File: src/rtl/tsc_pkg.sv
`timescale 1ns / 1ps
`default_nettype none

package tsc_pkg;

   localparam int NUM_THRUSTERS   = 6;
   localparam int WIDTH_W         = 12;
   localparam int CHAN_W          = 7;
   localparam int COOLDOWN_W      = 16;
   localparam int COUNT_W         = 16;
   localparam int OP_W            = 2;
   localparam int MASK_W          = NUM_THRUSTERS;
   localparam int BYTE_W          = 8;
   localparam int CSR_INDEX_W     = 4;
   localparam int CSR_DATA_W      = 16;
   localparam int FRAME_LEN       = 4;
   localparam int BYTES_PER_RUN   = NUM_THRUSTERS * FRAME_LEN;
   localparam int BYTE_IDX_W      = $clog2(BYTES_PER_RUN);
   localparam int THR_IDX_W       = $clog2(NUM_THRUSTERS);
   localparam int QUEUE_DEPTH_DEF = 2;

   localparam logic [BYTE_W-1:0]     SET_TARGET_CMD = 8'h84;
   localparam logic [WIDTH_W-1:0]    MIRROR_SUM     = 12'd3000;
   localparam logic [COOLDOWN_W-1:0] COOLDOWN_RESET = 16'd1000;
   localparam logic [WIDTH_W-1:0]    NEUTRAL_RESET  = 12'd1500;
   localparam logic [NUM_THRUSTERS-1:0][CHAN_W-1:0] CHAN_RESET =
      {7'd6, 7'd8, 7'd2, 7'd4, 7'd10, 7'd0};

   // Register indexes of the configuration port.
   localparam logic [CSR_INDEX_W-1:0] REG_CHAN_FIRST = 4'd0;
   localparam logic [CSR_INDEX_W-1:0] REG_CHAN_LAST  = 4'd5;
   localparam logic [CSR_INDEX_W-1:0] REG_COOLDOWN   = 4'd6;
   localparam logic [CSR_INDEX_W-1:0] REG_NEUTRAL    = 4'd7;

   // Byte positions inside one set-target frame.
   localparam logic [1:0] FRAME_POS_CMD  = 2'd0;
   localparam logic [1:0] FRAME_POS_CHAN = 2'd1;
   localparam logic [1:0] FRAME_POS_LO   = 2'd2;
   localparam logic [1:0] FRAME_POS_HI   = 2'd3;

   typedef enum logic [OP_W-1:0] {
      OP_COMMAND = 2'd0,
      OP_BREACH  = 2'd1,
      OP_TICK    = 2'd2
   } op_type;

   typedef logic [NUM_THRUSTERS-1:0][WIDTH_W-1:0] job_type;

   typedef struct packed {
      logic [NUM_THRUSTERS-1:0][CHAN_W-1:0] chan;
      logic [COOLDOWN_W-1:0]                cooldown;
      logic [WIDTH_W-1:0]                   neutral;
   } cfg_type;

   typedef struct packed {
      logic               lockout;
      logic [COUNT_W-1:0] ms_count;
   } front_stat_type;

endpackage

`default_nettype wire

File: src/rtl/tsc_req_if.sv
`timescale 1ns / 1ps
`default_nettype none

interface tsc_req_if;
   logic                           valid;
   logic                           ready;
   logic [tsc_pkg::OP_W-1:0]       op;
   logic [tsc_pkg::WIDTH_W-1:0]    width_0;
   logic [tsc_pkg::WIDTH_W-1:0]    width_1;
   logic [tsc_pkg::WIDTH_W-1:0]    width_2;
   logic [tsc_pkg::WIDTH_W-1:0]    width_3;
   logic [tsc_pkg::WIDTH_W-1:0]    width_4;
   logic [tsc_pkg::WIDTH_W-1:0]    width_5;
   logic [tsc_pkg::MASK_W-1:0]     reverse_mask;

   modport source (output valid, op, width_0, width_1, width_2, width_3, width_4, width_5,
                   reverse_mask, input ready);
   modport sink (input valid, op, width_0, width_1, width_2, width_3, width_4, width_5,
                 reverse_mask, output ready);
endinterface

`default_nettype wire

File: src/rtl/tsc_rsp_if.sv
`timescale 1ns / 1ps
`default_nettype none

interface tsc_rsp_if;
   logic                         valid;
   logic                         ready;
   logic [tsc_pkg::BYTE_W-1:0]   out_byte;
   logic                         last_byte;

   modport source (output valid, out_byte, last_byte, input ready);
   modport sink (input valid, out_byte, last_byte, output ready);
endinterface

`default_nettype wire

File: src/rtl/tsc_csr_if.sv
`timescale 1ns / 1ps
`default_nettype none

interface tsc_csr_if;
   logic                              valid;
   logic                              ready;
   logic [tsc_pkg::CSR_INDEX_W-1:0]   index;
   logic [tsc_pkg::CSR_DATA_W-1:0]    data;

   modport source (output valid, index, data, input ready);
   modport sink (input valid, index, data, output ready);
endinterface

`default_nettype wire

File: src/rtl/tsc_front.sv
`timescale 1ns / 1ps
`default_nettype none

module tsc_front (
   input  wire logic                      clock,
   input  wire logic                      reset,
   tsc_req_if.sink                        req_ch,
   input  wire tsc_pkg::cfg_type          cfg,
   input  wire logic                      queue_full,
   output logic                           push,
   output tsc_pkg::job_type               push_job,
   output tsc_pkg::front_stat_type        stat
);

   logic                             lockout_ff, lockout_in;
   logic [tsc_pkg::COUNT_W-1:0]      ms_ff, ms_in;
   logic                             accept;
   logic                             lock_now;
   tsc_pkg::job_type                 cmd_job;
   tsc_pkg::job_type                 neutral_job;
   tsc_pkg::job_type                 raw_job;

   assign req_ch.ready = !queue_full;
   assign accept       = req_ch.valid && req_ch.ready;

   assign raw_job = {req_ch.width_5, req_ch.width_4, req_ch.width_3,
                     req_ch.width_2, req_ch.width_1, req_ch.width_0};

   always_comb begin
      for (int i = 0; i < tsc_pkg::NUM_THRUSTERS; i++) begin
         neutral_job[i] = cfg.neutral;
         // Mirroring wraps in 12 bits, as the width field does.
         cmd_job[i] = req_ch.reverse_mask[i] ? (tsc_pkg::MIRROR_SUM - raw_job[i])
                                             : raw_job[i];
      end
   end

   // The lockout lifts only when a command arrives after the cooldown.
   assign lock_now = lockout_ff && !(ms_ff > cfg.cooldown);

   always_comb begin
      lockout_in = lockout_ff;
      ms_in      = ms_ff;
      push       = 1'b0;
      push_job   = neutral_job;
      if (accept) begin
         case (req_ch.op)
            tsc_pkg::OP_COMMAND: begin
               lockout_in = lock_now;
               push       = 1'b1;
               push_job   = lock_now ? neutral_job : cmd_job;
            end
            tsc_pkg::OP_BREACH: begin
               lockout_in = 1'b1;
               ms_in      = '0;
               push       = 1'b1;
            end
            tsc_pkg::OP_TICK: begin
               if (ms_ff != '1) begin
                  ms_in = ms_ff + tsc_pkg::COUNT_W'(1);
               end
            end
            default: begin
               push = 1'b0;
            end
         endcase
      end
   end

   always_ff @(posedge clock) begin
      if (reset) begin
         lockout_ff <= 1'b0;
         ms_ff      <= '0;
      end else begin
         lockout_ff <= lockout_in;
         ms_ff      <= ms_in;
      end
   end

   assign stat.lockout  = lockout_ff;
   assign stat.ms_count = ms_ff;

endmodule

`default_nettype wire

File: src/rtl/tsc_queue.sv
`timescale 1ns / 1ps
`default_nettype none

module tsc_queue #(
   parameter int DEPTH = tsc_pkg::QUEUE_DEPTH_DEF
) (
   input  wire logic               clock,
   input  wire logic               reset,
   input  wire logic               push,
   input  wire tsc_pkg::job_type   push_job,
   input  wire logic               pop,
   output logic                    full,
   output logic                    not_empty,
   output tsc_pkg::job_type        head_job
);

   localparam int PTR_W = (DEPTH > 1) ? $clog2(DEPTH) : 1;
   localparam int CNT_W = $clog2(DEPTH + 1);
   localparam logic [PTR_W-1:0] LAST_PTR = PTR_W'(DEPTH - 1);
   localparam logic [CNT_W-1:0] FULL_CNT = CNT_W'(DEPTH);

   tsc_pkg::job_type      entries_ff [DEPTH];
   logic [PTR_W-1:0]      wr_ptr_ff, wr_ptr_in;
   logic [PTR_W-1:0]      rd_ptr_ff, rd_ptr_in;
   logic [CNT_W-1:0]      count_ff, count_in;
   logic                  do_push, do_pop;

   assign full      = (count_ff == FULL_CNT);
   assign not_empty = (count_ff != '0);
   assign head_job  = entries_ff[rd_ptr_ff];
   assign do_push   = push && !full;
   assign do_pop    = pop && not_empty;

   always_comb begin
      wr_ptr_in = wr_ptr_ff;
      rd_ptr_in = rd_ptr_ff;
      count_in  = count_ff;
      if (do_push) begin
         wr_ptr_in = (wr_ptr_ff == LAST_PTR) ? '0 : wr_ptr_ff + PTR_W'(1);
      end
      if (do_pop) begin
         rd_ptr_in = (rd_ptr_ff == LAST_PTR) ? '0 : rd_ptr_ff + PTR_W'(1);
      end
      if (do_push && !do_pop) begin
         count_in = count_ff + CNT_W'(1);
      end else if (do_pop && !do_push) begin
         count_in = count_ff - CNT_W'(1);
      end
   end

   always_ff @(posedge clock) begin
      if (reset) begin
         wr_ptr_ff <= '0;
         rd_ptr_ff <= '0;
         count_ff  <= '0;
      end else begin
         wr_ptr_ff <= wr_ptr_in;
         rd_ptr_ff <= rd_ptr_in;
         count_ff  <= count_in;
      end
   end

   always_ff @(posedge clock) begin
      if (do_push) begin
         entries_ff[wr_ptr_ff] <= push_job;
      end
   end

endmodule

`default_nettype wire

File: src/rtl/tsc_back.sv
`timescale 1ns / 1ps
`default_nettype none

module tsc_back (
   input  wire logic               clock,
   input  wire logic               reset,
   input  wire tsc_pkg::cfg_type   cfg,
   input  wire logic               job_avail,
   input  wire tsc_pkg::job_type   head_job,
   output logic                    pop,
   tsc_rsp_if.source               rsp_ch
);

   localparam logic [tsc_pkg::BYTE_IDX_W-1:0] LAST_IDX =
      tsc_pkg::BYTE_IDX_W'(tsc_pkg::BYTES_PER_RUN - 1);

   tsc_pkg::job_type                   job_ff, job_in;
   logic                               job_valid_ff, job_valid_in;
   logic [tsc_pkg::BYTE_IDX_W-1:0]     idx_ff, idx_in;
   logic                               rsp_valid_ff, rsp_valid_in;
   logic [tsc_pkg::BYTE_W-1:0]         byte_ff, byte_in;
   logic                               last_ff, last_in;
   logic                               slot_free;
   logic                               advance;
   logic                               run_done;
   logic [tsc_pkg::THR_IDX_W-1:0]      thr;
   logic [1:0]                         pos;
   logic [tsc_pkg::WIDTH_W+1:0]        quarter;

   assign slot_free = !rsp_valid_ff || rsp_ch.ready;
   assign advance   = job_valid_ff && slot_free;
   assign run_done  = advance && (idx_ff == LAST_IDX);
   assign pop       = job_avail && (!job_valid_ff || run_done);

   assign thr     = idx_ff[tsc_pkg::BYTE_IDX_W-1:2];
   assign pos     = idx_ff[1:0];
   assign quarter = {job_ff[thr], 2'b00};

   always_comb begin
      case (pos)
         tsc_pkg::FRAME_POS_CMD:  byte_in = tsc_pkg::SET_TARGET_CMD;
         tsc_pkg::FRAME_POS_CHAN: byte_in = {1'b0, cfg.chan[thr]};
         tsc_pkg::FRAME_POS_LO:   byte_in = {1'b0, quarter[6:0]};
         tsc_pkg::FRAME_POS_HI:   byte_in = {1'b0, quarter[13:7]};
         default:                 byte_in = tsc_pkg::SET_TARGET_CMD;
      endcase
      last_in = (idx_ff == LAST_IDX);
   end

   always_comb begin
      job_in       = job_ff;
      job_valid_in = job_valid_ff;
      idx_in       = idx_ff;
      if (pop) begin
         job_in       = head_job;
         job_valid_in = 1'b1;
         idx_in       = '0;
      end else if (run_done) begin
         job_valid_in = 1'b0;
      end else if (advance) begin
         idx_in = idx_ff + tsc_pkg::BYTE_IDX_W'(1);
      end
      if (advance) begin
         rsp_valid_in = 1'b1;
      end else if (rsp_ch.ready) begin
         rsp_valid_in = 1'b0;
      end else begin
         rsp_valid_in = rsp_valid_ff;
      end
   end

   always_ff @(posedge clock) begin
      if (reset) begin
         job_valid_ff <= 1'b0;
         idx_ff       <= '0;
         rsp_valid_ff <= 1'b0;
      end else begin
         job_valid_ff <= job_valid_in;
         idx_ff       <= idx_in;
         rsp_valid_ff <= rsp_valid_in;
      end
   end

   always_ff @(posedge clock) begin
      job_ff <= job_in;
      if (advance) begin
         byte_ff <= byte_in;
         last_ff <= last_in;
      end
   end

   assign rsp_ch.valid     = rsp_valid_ff;
   assign rsp_ch.out_byte  = byte_ff;
   assign rsp_ch.last_byte = last_ff;

endmodule

`default_nettype wire

File: src/rtl/thruster_servo_command_framer_core.sv
// A command or breach run's first byte passes the job queue, the job register and the output
// byte register. Throughput: one byte per cycle while the output is ready; a run is 24 bytes,
// set by the byte serializer, and the front keeps taking transactions while the job queue
// has room. Reset clears the lockout, the millisecond counter, the job queue and the output
// stage, and returns every configuration register to its default.
`timescale 1ns / 1ps
`default_nettype none

module thruster_servo_command_framer_core #(
   parameter int QUEUE_DEPTH = tsc_pkg::QUEUE_DEPTH_DEF
) (
   input  wire logic   clock,
   input  wire logic   reset,
   tsc_req_if.sink     req_ch,
   tsc_rsp_if.source   rsp_ch,
   tsc_csr_if.sink     csr_ch
);

   tsc_pkg::cfg_type          cfg_ff, cfg_in;
   tsc_pkg::front_stat_type   front_stat;
   tsc_pkg::job_type          push_job;
   tsc_pkg::job_type          head_job;
   logic                      push;
   logic                      pop;
   logic                      queue_full;
   logic                      queue_not_empty;
   logic                      csr_write;

   assign csr_ch.ready = 1'b1;
   assign csr_write    = csr_ch.valid && csr_ch.ready;

   always_comb begin
      cfg_in = cfg_ff;
      if (csr_write) begin
         case (csr_ch.index) inside
            [tsc_pkg::REG_CHAN_FIRST:tsc_pkg::REG_CHAN_LAST]: begin
               cfg_in.chan[csr_ch.index[tsc_pkg::THR_IDX_W-1:0]] =
                  csr_ch.data[tsc_pkg::CHAN_W-1:0];
            end
            tsc_pkg::REG_COOLDOWN: begin
               cfg_in.cooldown = csr_ch.data[tsc_pkg::COOLDOWN_W-1:0];
            end
            tsc_pkg::REG_NEUTRAL: begin
               cfg_in.neutral = csr_ch.data[tsc_pkg::WIDTH_W-1:0];
            end
            default: begin
               cfg_in = cfg_ff;
            end
         endcase
      end
   end

   always_ff @(posedge clock) begin
      if (reset) begin
         cfg_ff.chan     <= tsc_pkg::CHAN_RESET;
         cfg_ff.cooldown <= tsc_pkg::COOLDOWN_RESET;
         cfg_ff.neutral  <= tsc_pkg::NEUTRAL_RESET;
      end else begin
         cfg_ff <= cfg_in;
      end
   end

   tsc_front u_front (
      .clock      (clock),
      .reset      (reset),
      .req_ch     (req_ch),
      .cfg        (cfg_ff),
      .queue_full (queue_full),
      .push       (push),
      .push_job   (push_job),
      .stat       (front_stat)
   );

   tsc_queue #(
      .DEPTH (QUEUE_DEPTH)
   ) u_queue (
      .clock     (clock),
      .reset     (reset),
      .push      (push),
      .push_job  (push_job),
      .pop       (pop),
      .full      (queue_full),
      .not_empty (queue_not_empty),
      .head_job  (head_job)
   );

   tsc_back u_back (
      .clock     (clock),
      .reset     (reset),
      .cfg       (cfg_ff),
      .job_avail (queue_not_empty),
      .head_job  (head_job),
      .pop       (pop),
      .rsp_ch    (rsp_ch)
   );

   // The front must never hand a job to a full queue.
   a_no_push_when_full: assert property (@(posedge clock) disable iff (reset)
      push |-> !queue_full)
      else $error("job pushed into a full queue");

   // A breach locks out and restarts the millisecond count.
   a_breach_locks: assert property (@(posedge clock) disable iff (reset)
      (req_ch.valid && req_ch.ready && req_ch.op == tsc_pkg::OP_BREACH)
      |=> (front_stat.lockout && front_stat.ms_count == '0))
      else $error("breach did not set the lockout");

   // The millisecond count only goes down on a breach.
   a_count_monotonic: assert property (@(posedge clock) disable iff (reset)
      !(req_ch.valid && req_ch.ready && req_ch.op == tsc_pkg::OP_BREACH)
      |=> front_stat.ms_count >= $past(front_stat.ms_count))
      else $error("millisecond count went down without a breach");

endmodule

`default_nettype wire
File: src/flat_wrapper.sv
// flat-port wrapper written by rule: the top's interface ports become plain ports
module thruster_servo_command_framer_core_flat 
#(
   parameter int QUEUE_DEPTH = tsc_pkg::QUEUE_DEPTH_DEF
)
  (clock, reset, req_ch_valid, req_ch_op, req_ch_width_0, req_ch_width_1, req_ch_width_2, req_ch_width_3, req_ch_width_4, req_ch_width_5, req_ch_reverse_mask, req_ch_ready, rsp_ch_valid, rsp_ch_out_byte, rsp_ch_last_byte, rsp_ch_ready, csr_ch_valid, csr_ch_index, csr_ch_data, csr_ch_ready);
  tsc_req_if req_ch_i ();
  tsc_rsp_if rsp_ch_i ();
  tsc_csr_if csr_ch_i ();
  input  wire logic clock;
  input  wire logic reset;
  input wire logic [$bits(req_ch_i.valid)-1:0] req_ch_valid;
  input wire logic [$bits(req_ch_i.op)-1:0] req_ch_op;
  input wire logic [$bits(req_ch_i.width_0)-1:0] req_ch_width_0;
  input wire logic [$bits(req_ch_i.width_1)-1:0] req_ch_width_1;
  input wire logic [$bits(req_ch_i.width_2)-1:0] req_ch_width_2;
  input wire logic [$bits(req_ch_i.width_3)-1:0] req_ch_width_3;
  input wire logic [$bits(req_ch_i.width_4)-1:0] req_ch_width_4;
  input wire logic [$bits(req_ch_i.width_5)-1:0] req_ch_width_5;
  input wire logic [$bits(req_ch_i.reverse_mask)-1:0] req_ch_reverse_mask;
  output wire logic [$bits(req_ch_i.ready)-1:0] req_ch_ready;
  output wire logic [$bits(rsp_ch_i.valid)-1:0] rsp_ch_valid;
  output wire logic [$bits(rsp_ch_i.out_byte)-1:0] rsp_ch_out_byte;
  output wire logic [$bits(rsp_ch_i.last_byte)-1:0] rsp_ch_last_byte;
  input wire logic [$bits(rsp_ch_i.ready)-1:0] rsp_ch_ready;
  input wire logic [$bits(csr_ch_i.valid)-1:0] csr_ch_valid;
  input wire logic [$bits(csr_ch_i.index)-1:0] csr_ch_index;
  input wire logic [$bits(csr_ch_i.data)-1:0] csr_ch_data;
  output wire logic [$bits(csr_ch_i.ready)-1:0] csr_ch_ready;
  assign req_ch_i.valid = req_ch_valid;
  assign req_ch_i.op = req_ch_op;
  assign req_ch_i.width_0 = req_ch_width_0;
  assign req_ch_i.width_1 = req_ch_width_1;
  assign req_ch_i.width_2 = req_ch_width_2;
  assign req_ch_i.width_3 = req_ch_width_3;
  assign req_ch_i.width_4 = req_ch_width_4;
  assign req_ch_i.width_5 = req_ch_width_5;
  assign req_ch_i.reverse_mask = req_ch_reverse_mask;
  assign req_ch_ready = req_ch_i.ready;
  assign rsp_ch_valid = rsp_ch_i.valid;
  assign rsp_ch_out_byte = rsp_ch_i.out_byte;
  assign rsp_ch_last_byte = rsp_ch_i.last_byte;
  assign rsp_ch_i.ready = rsp_ch_ready;
  assign csr_ch_i.valid = csr_ch_valid;
  assign csr_ch_i.index = csr_ch_index;
  assign csr_ch_i.data = csr_ch_data;
  assign csr_ch_ready = csr_ch_i.ready;
  thruster_servo_command_framer_core #(.QUEUE_DEPTH(QUEUE_DEPTH)) u_core (.clock(clock), .reset(reset), .req_ch(req_ch_i), .rsp_ch(rsp_ch_i), .csr_ch(csr_ch_i));
endmodule
File: config.mk
export PLATFORM = sky130hd
export DESIGN_NAME = thruster_servo_command_framer_core_flat
export DESIGN_NICKNAME = d
export VERILOG_FILES = /design/src/rtl/tsc_pkg.sv /design/src/rtl/tsc_req_if.sv /design/src/rtl/tsc_rsp_if.sv /design/src/rtl/tsc_csr_if.sv /design/src/rtl/tsc_front.sv /design/src/rtl/tsc_queue.sv /design/src/rtl/tsc_back.sv /design/src/rtl/thruster_servo_command_framer_core.sv /design/src/flat_wrapper.sv
export SDC_FILE = /design/constraint.sdc
export NUM_CORES = 1
export LEC_CHECK = 0
export BUFFER_PORTS_ARGS = -buffer_cell sky130_fd_sc_hd__buf_2
export CORE_UTILIZATION = 54
export DETAILED_ROUTE_END_ITERATION = 6
export GPL_TIMING_DRIVEN = 1
export HOLD_SLACK_MARGIN = 0.1
export PLACE_DENSITY_LB_ADDON = 0.2
export RECOVER_POWER = 50
export SYNTH_ARGS = -nofsm -noshare
export SYNTH_HDL_FRONTEND = slang
export SYNTH_SLANG_ARGS = --single-unit
File: constraint.sdc
create_clock -name clock -period 5.8 [get_ports clock]
set_input_delay 0.29 -clock clock [delete_from_list [all_inputs] [get_ports clock]]
set_output_delay 0.29 -clock clock [all_outputs]
set_load 0.01 [all_outputs]
Yosys cells after proc, flatten, opt, wreduce, memory -nomap -nowiden
Memory sizes are Yosys's and may differ from the RTL's. A register that Yosys moved wholly into a read port is not among the register bits.
Cells that the tools add are included.
{ "word_totals": {"reg_bits": 107, "latch_bits": 0, "ramBits": 144, "romBits": 0, "inputBits": 105, "output_inout_bits": 12, "word_cells": 118, "mem_count": 1} }
{ "classes": {"n_addsub": 12, "mul": 0, "div_mod_pow": 0, "order_cmp": 6, "eq_ne": 11, "n_shift": 0, "muxes": 32, "bitwise_logic": 3, "reduce_logical": 35} }
{ "mem_list": {"columns": ["memory", "depth", "width", "read_ports", "rd_clocked_by_memory_dff", "wr", "line", "source"], "rows": [
  ["u_core.u_queue.entries_ff", 2, 72, 1, 1, 1, "tsc_queue.sv:22", "tsc_pkg::job_type entries_ff [DEPTH];"]
]} }
{ "ops": {"columns": ["operator", "count"], "rows": [
  ["72-bit two-way mux", 3],
  ["12-bit two-way mux", 7],
  ["12-bit subtractor (first input constant)", 6],
  ["42-bit bitwise mux", 1],
  ["12-bit binary-select mux with 3-bit select", 1],
  ["16-bit case mux with 2 select lines", 1],
  ["8-bit case mux with 4 select lines", 1],
  ["7-bit binary-select mux with 3-bit select", 1],
  ["7-bit demux with 3-bit select", 1],
  ["16-bit by 1-bit adder with 16-bit output (second input constant)", 1],
  ["16-bit > comparator", 1],
  ["16-bit two-way mux", 1],
  ["16-bit != test (second input constant)", 1],
  ["7-bit two-way mux", 2],
  ["2-bit nonzero test", 6],
  ["1-bit logical AND", 11],
  ["1-bit two-way mux", 10],
  ["2-bit == test (second input constant)", 4],
  ["4-bit by 3-bit == test with 1-bit output (second input constant)", 2],
  ["3-bit by 4-bit < comparator with 1-bit output (second input constant)", 2],
  ["1-bit zero test", 6],
  ["2-bit AND reduction", 3],
  ["3-bit AND reduction", 2],
  ["5-bit by 1-bit adder with 5-bit output (second input constant)", 1],
  ["16 further kinds", 24]
]} }

Longest topological paths before layout
{ "depth": {"ltp_word": 10, "ltp_mapped": 10, "ltp_nobuf": 8} }

By module
A second synthesis with hierarchy kept.
{ "hier_totals": {"cells_unflattened": 1410, "area_unflattened_um2": 16482.1} }
{ "modules_own_cells": {"columns": ["mod", "instances", "cells_each", "area_per_inst_um2", "seq_area_each_um2"], "rows": [
  ["tsc_queue", 1, 249, 5405.2, 4424.2],
  ["tsc_front", 1, 657, 4453.0, 340.3],
  ["tsc_back", 1, 234, 3813.7, 2572.5],
  ["thruster_servo_command_framer_core", 1, 270, 2810.2, 1401.3]
]} }

Worst setup path before layout
Ideal clock, no wire load.
{ "synth_timing": {"kind": "register to register", "startpoint": "register u_core.u_queue.count_ff[0]", "endpoint": "memory u_core.u_queue.entries_ff[0][0] (netlist bit), enable pin", "setup_ps": 503, "arrival_time_ps": 3718, "required_time_ps": 5297, "path_slack_ps": 1579, "path_stages_with_launch": 4, "n_path_buf": 0, "period_less_slack_ps": 4221, "cell_sequence": "dfxtp_1 -> or2b_2 -> nand3b_2 -> nor2_1"} }
{ "synth_between": {"elab_chain_cells": 7} }
{ "synth_rtl": {"columns": ["item", "line", "source"], "rows": [
  ["start, declared", "tsc_queue.sv:25", "logic [CNT_W-1:0] count_ff, count_in;"],
  ["start signal, assigned", "tsc_queue.sv:59", "count_ff <= count_in;"],
  ["2-bit == test (*)", "tsc_queue.sv:28", "assign full = (count_ff == FULL_CNT);"],
  ["1-bit zero test (*)", "tsc_front.sv:23", "assign req_ch.ready = !queue_full;"],
  ["via req_ch_ready", "flat_wrapper.sv:21", "output wire logic [$bits(req_ch_i.ready)-1:0] req_ch_ready;"],
  ["1-bit logical AND", "tsc_front.sv:24", "assign accept = req_ch.valid && req_ch.ready;"],
  ["1-bit two-way mux", "tsc_front.sv:46", "if (accept) begin"],
  ["1-bit logical AND (*)", "tsc_queue.sv:31", "assign do_push = push && !full;"],
  ["1-bit two-way mux (*)", "tsc_queue.sv:64", "if (do_push) begin"],
  ["1-bit two-way mux (implied by the code) (*)", "tsc_queue.sv:65", "entries_ff[wr_ptr_ff] <= push_job;"],
  ["end, declared", "tsc_queue.sv:22", null]
]} }
Mark *: on every way through the listed nets, which the timed path passes. The rest lies on a longest branch.

Final worst setup path
{ "layout_timing": {"startpoint": "register u_core.u_queue.count_ff[0]", "endpoint": "memory u_core.u_queue.entries_ff[0][22] (netlist bit), enable pin"} }
{ "layout_between": {"elab_chain_cells": 7} }
{ "layout_rtl": {"columns": ["item", "line"], "rows": [
  ["2-bit == test (*)", "tsc_queue.sv:28"],
  ["1-bit zero test (*)", "tsc_front.sv:23, tsc_queue.sv:31"],
  ["1-bit logical AND", "tsc_front.sv:24"],
  ["1-bit two-way mux", "tsc_front.sv:46"],
  ["1-bit logical AND (*)", "tsc_queue.sv:31"],
  ["1-bit two-way mux (*)", "tsc_queue.sv:64"],
  ["1-bit two-way mux (implied by the code) (*)", "tsc_queue.sv:65"]
]} }
Mark *: on every way between the ends. The rest lies on a longest branch, timed or not.

==> results_dict.tcl <==
set metrics [dict create \
    r2r_start "u_core.u_queue.count_ff[0]" \
    root_buffer "clkbuf_16" \
    grt_use_total 0.252 \
    status "complete, but fails checks" \
    synth_nets 1354 \
    drc_errors 0 \
    timing.setup.tns_ns 0 \
    hold_start "csr_ch_data[0]" \
    start_util 0.552 \
    insertedDiodeCount 0 \
    critPathSlowestCell "clkbuf_1" \
    wl_um 35000 \
    cts_tree "built" \
    synth.distinct_cells 59 \
    path_depth 4 \
    cts_buffer_depth 3 \
    fillCellCount 2127 \
    ctsResizeCount 0 \
    cts.sink_count 323 \
    cp.arrival_ns 4.57 \
    synth_edf_count 225 \
    start_kind "register" \
    die-area_mm2 0.0284 \
    grt_pass1_vias 9612 \
    async_flop_share 0 \
    cp.required_ns 5.81 \
    finalHoldViolCount 0 \
    syn_to_final_growth_pct 13.7 \
    grt_pass1_wl_um 54400 \
    path_buf_inv 1 \
    vdd_drop_max_v 0.000206 \
    worst_pin_slew_ns 4.36 \
    dp_cells 1664 \
    rr_worst_depth 4 \
    cp_top_family "buffers and inverters" \
    cp_max_fo 72 \
    ant_nets 0 \
    clock_skew_ns 0.0168 \
    drtIter0Drc 858 \
    portBuffers 115 \
    place_area_mm2 0.0159 \
    pin_count 117 \
    worstPathCellList "or2b_2 -> nand3b_2 -> nor2_4 -> clkbuf_1" \
    dp_hpwl_um 23300 \
    synth.cell_area_mm2 0.0150 \
    setup_viol 0 \
    gp_congestion 0.871 \
    cts_setup_buffers 0 \
    design_area_mm2 0.0170 \
    path_clk_slew_ns 0.06 \
    die_w_um 168 \
    cts_buffers 35 \
    yosysWarningCount 0 \
    syn_inst 1221 \
    cts_htree_levels 2 \
    hp-class "primary input to register" \
    finalPower_mw 6.03 \
    ys_ff_latch 323 \
    fp-row-count 60 \
    vias 10000 \
    period_share 0.786 \
    grt_max_degree 73 \
    p_leak_nw 5.95 \
    hold_slack_ns 0.128 \
    stdcell_count 1737 \
    maxCapViolations 6 \
    cp-end-kind "register" \
    routed_via_density 5.77 \
    drt-wirelength-per-cell_um 20.2 \
    slew_headroom -1.90 \
    avgSynthCellArea_um2 12.3 \
    rsz0062_at_grt "false" \
    ys.flop_type "edfxtp_1" \
    dr.pass1.iters 5 \
    antenna_found_initial 0 \
    p_per_area_mw_per_mm2 354 \
    design.core.area_mm2 0.0271 \
    holdPathStages 3 \
    crit_start "u_core.u_queue.count_ff[0]" \
    die_y_um 168 \
    timing.final.max_slew_violations 246 \
    clk_latency_ns 0.51 \
    critPathKind "register to register" \
    violations "max-capacitance violations, max-slew violations" \
    overflow 0 \
    cpPeakStageDelay_ns 3.02 \
    ys_seq_area_frac 0.583 \
    fin_nets 1472 \
    timing.final.crit_period_ns 4.56 \
    drive_above_1_share 0.193 \
    fmax_mhz 219 \
    ctsHoldBuffers 10 \
]
layout make-up:
cell class                 instances  area (um^2)  area share
sequential                       323         8720       0.513
multi-input combinational        785         5780       0.340
clock buffer                      49          978      0.0575
timing repair buffer             147          811      0.0477
tap                              372          465      0.0274
inverter                          47          176      0.0104
clock inverter                    14         81.3     0.00478
per-layer routing:
layer	part of all wire	up-vias	global-route usage
li1	-	4727	-
met1	0.45	4896	0.365
met2	0.45	338	0.389
met3	0.064	53	0.0409
met4	0.028	0	0.0850
met5	0	-	0
path summary, 6_finish.rpt:
check                           slack, ns                               end
worst max-delay path                 1.24  u_core.u_queue.entries_ff[0][22]
worst min-delay path                 0.13                 u_core.cfg_ff[12]
worst min register to register       0.46                 u_core.cfg_ff[14]
worst max register to register       1.24  u_core.u_queue.entries_ff[0][22]
report_power, final:
group	leakage [nW]	internal (mW)	switching (mW)
Clock	0.518	1.18	0.875
Combinational	2.67	0.364	0.594
Sequential	2.77	2.88	0.138
synthesized netlist by cell type (6+ instances only):
cell type	count	area [um^2]
edfxtp_1	225	6760
a21oi_1	113	566
dfxtp_1	98	1960
mux2_2	87	980
nor2_1	85	319
nand2_1	74	278
mux2i_1	48	480
inv_1	47	176
xor2_1	47	412
clkbuf_1	39	146
xnor2_1	34	298
o21ai_0	31	155
ha_1	28	350
nor2b_1	28	175
nand3_1	22	110
a211o_1	20	175
a22oi_1	19	143
mux4_2	14	315
nand3b_1	14	105
buf_2	12	60.1
nor3_1	11	55.1
o32ai_1	11	96.3
nand4_1	10	62.6
nor3b_1	10	75.1
nand2b_1	9	56.3
a211oi_1	7	52.6
buf_1	7	26.3
or3_1	7	43.8
and3_1	6	37.5
buf_6	6	67.6
logic make-up (layout without fill, tap and decap cells):
kind of cell,count (synthesis),count (layout),share of synthesized area
other cells,1,1,0.000251
xor+xnor,81,81,0.0474
buf+inv,113,257,0.0329
compound gates,231,231,0.0962
fa+ha+maj,28,28,0.0234
mux,149,149,0.119
flops,323,323,0.583
simple gates,295,295,0.0984
stage by stage:
stage                     setup slack, ns  utilization
after floorplan                      1.58            -
after global placement               2.24        0.586
after detailed placement             2.14        0.586
after CTS                            2.12        0.629
after global routing                0.940        0.628
final                                1.24        0.628
sequential cells by signal, indices dropped and copies added, names as in the netlist:
register and count:
u_core.u_back.rsp_ch.valid 1, u_core.u_front.lockout_ff 1, u_core.u_back.job_valid_ff 1, u_core.u_back.rsp_ch.out_byte 8, u_core.u_queue.count_ff 2, u_core.u_queue.wr_ptr_ff 1, u_core.u_queue.entries_ff 144, u_core.cfg_ff 70
u_core.u_front.ms_ff 16, u_core.u_back.job_ff 72, u_core.u_back.rsp_ch.last_byte 1, u_core.u_queue.rd_ptr_ff 1, u_core.u_back.idx_ff 5
tightest hold or removal path, stage by stage:
cell,delay (ns)
buf_2,0.17
nand2_1,0.07
a21oi_1,0.05
cell usage in the layout (no fill, tap or decap), types with 18 or more instances in the layout:
cell type and instances:
mux2i_1 48, inv_1 46, mux2_1 26, clkbuf_16 35, buf_2 103, a22oi_1 19
nand2_1 74, a21oi_1 113, nor2_1 84, buf_4 18, xnor2_1 34, o21ai_0 31
nand3_1 22, edfxtp_1 225, a211o_1 20, nor2b_1 28, dfxtp_1 97, xor2_1 47
ha_1 28, clkbuf_1 25, mux2_2 61
(Power assumes the default switching activity.)
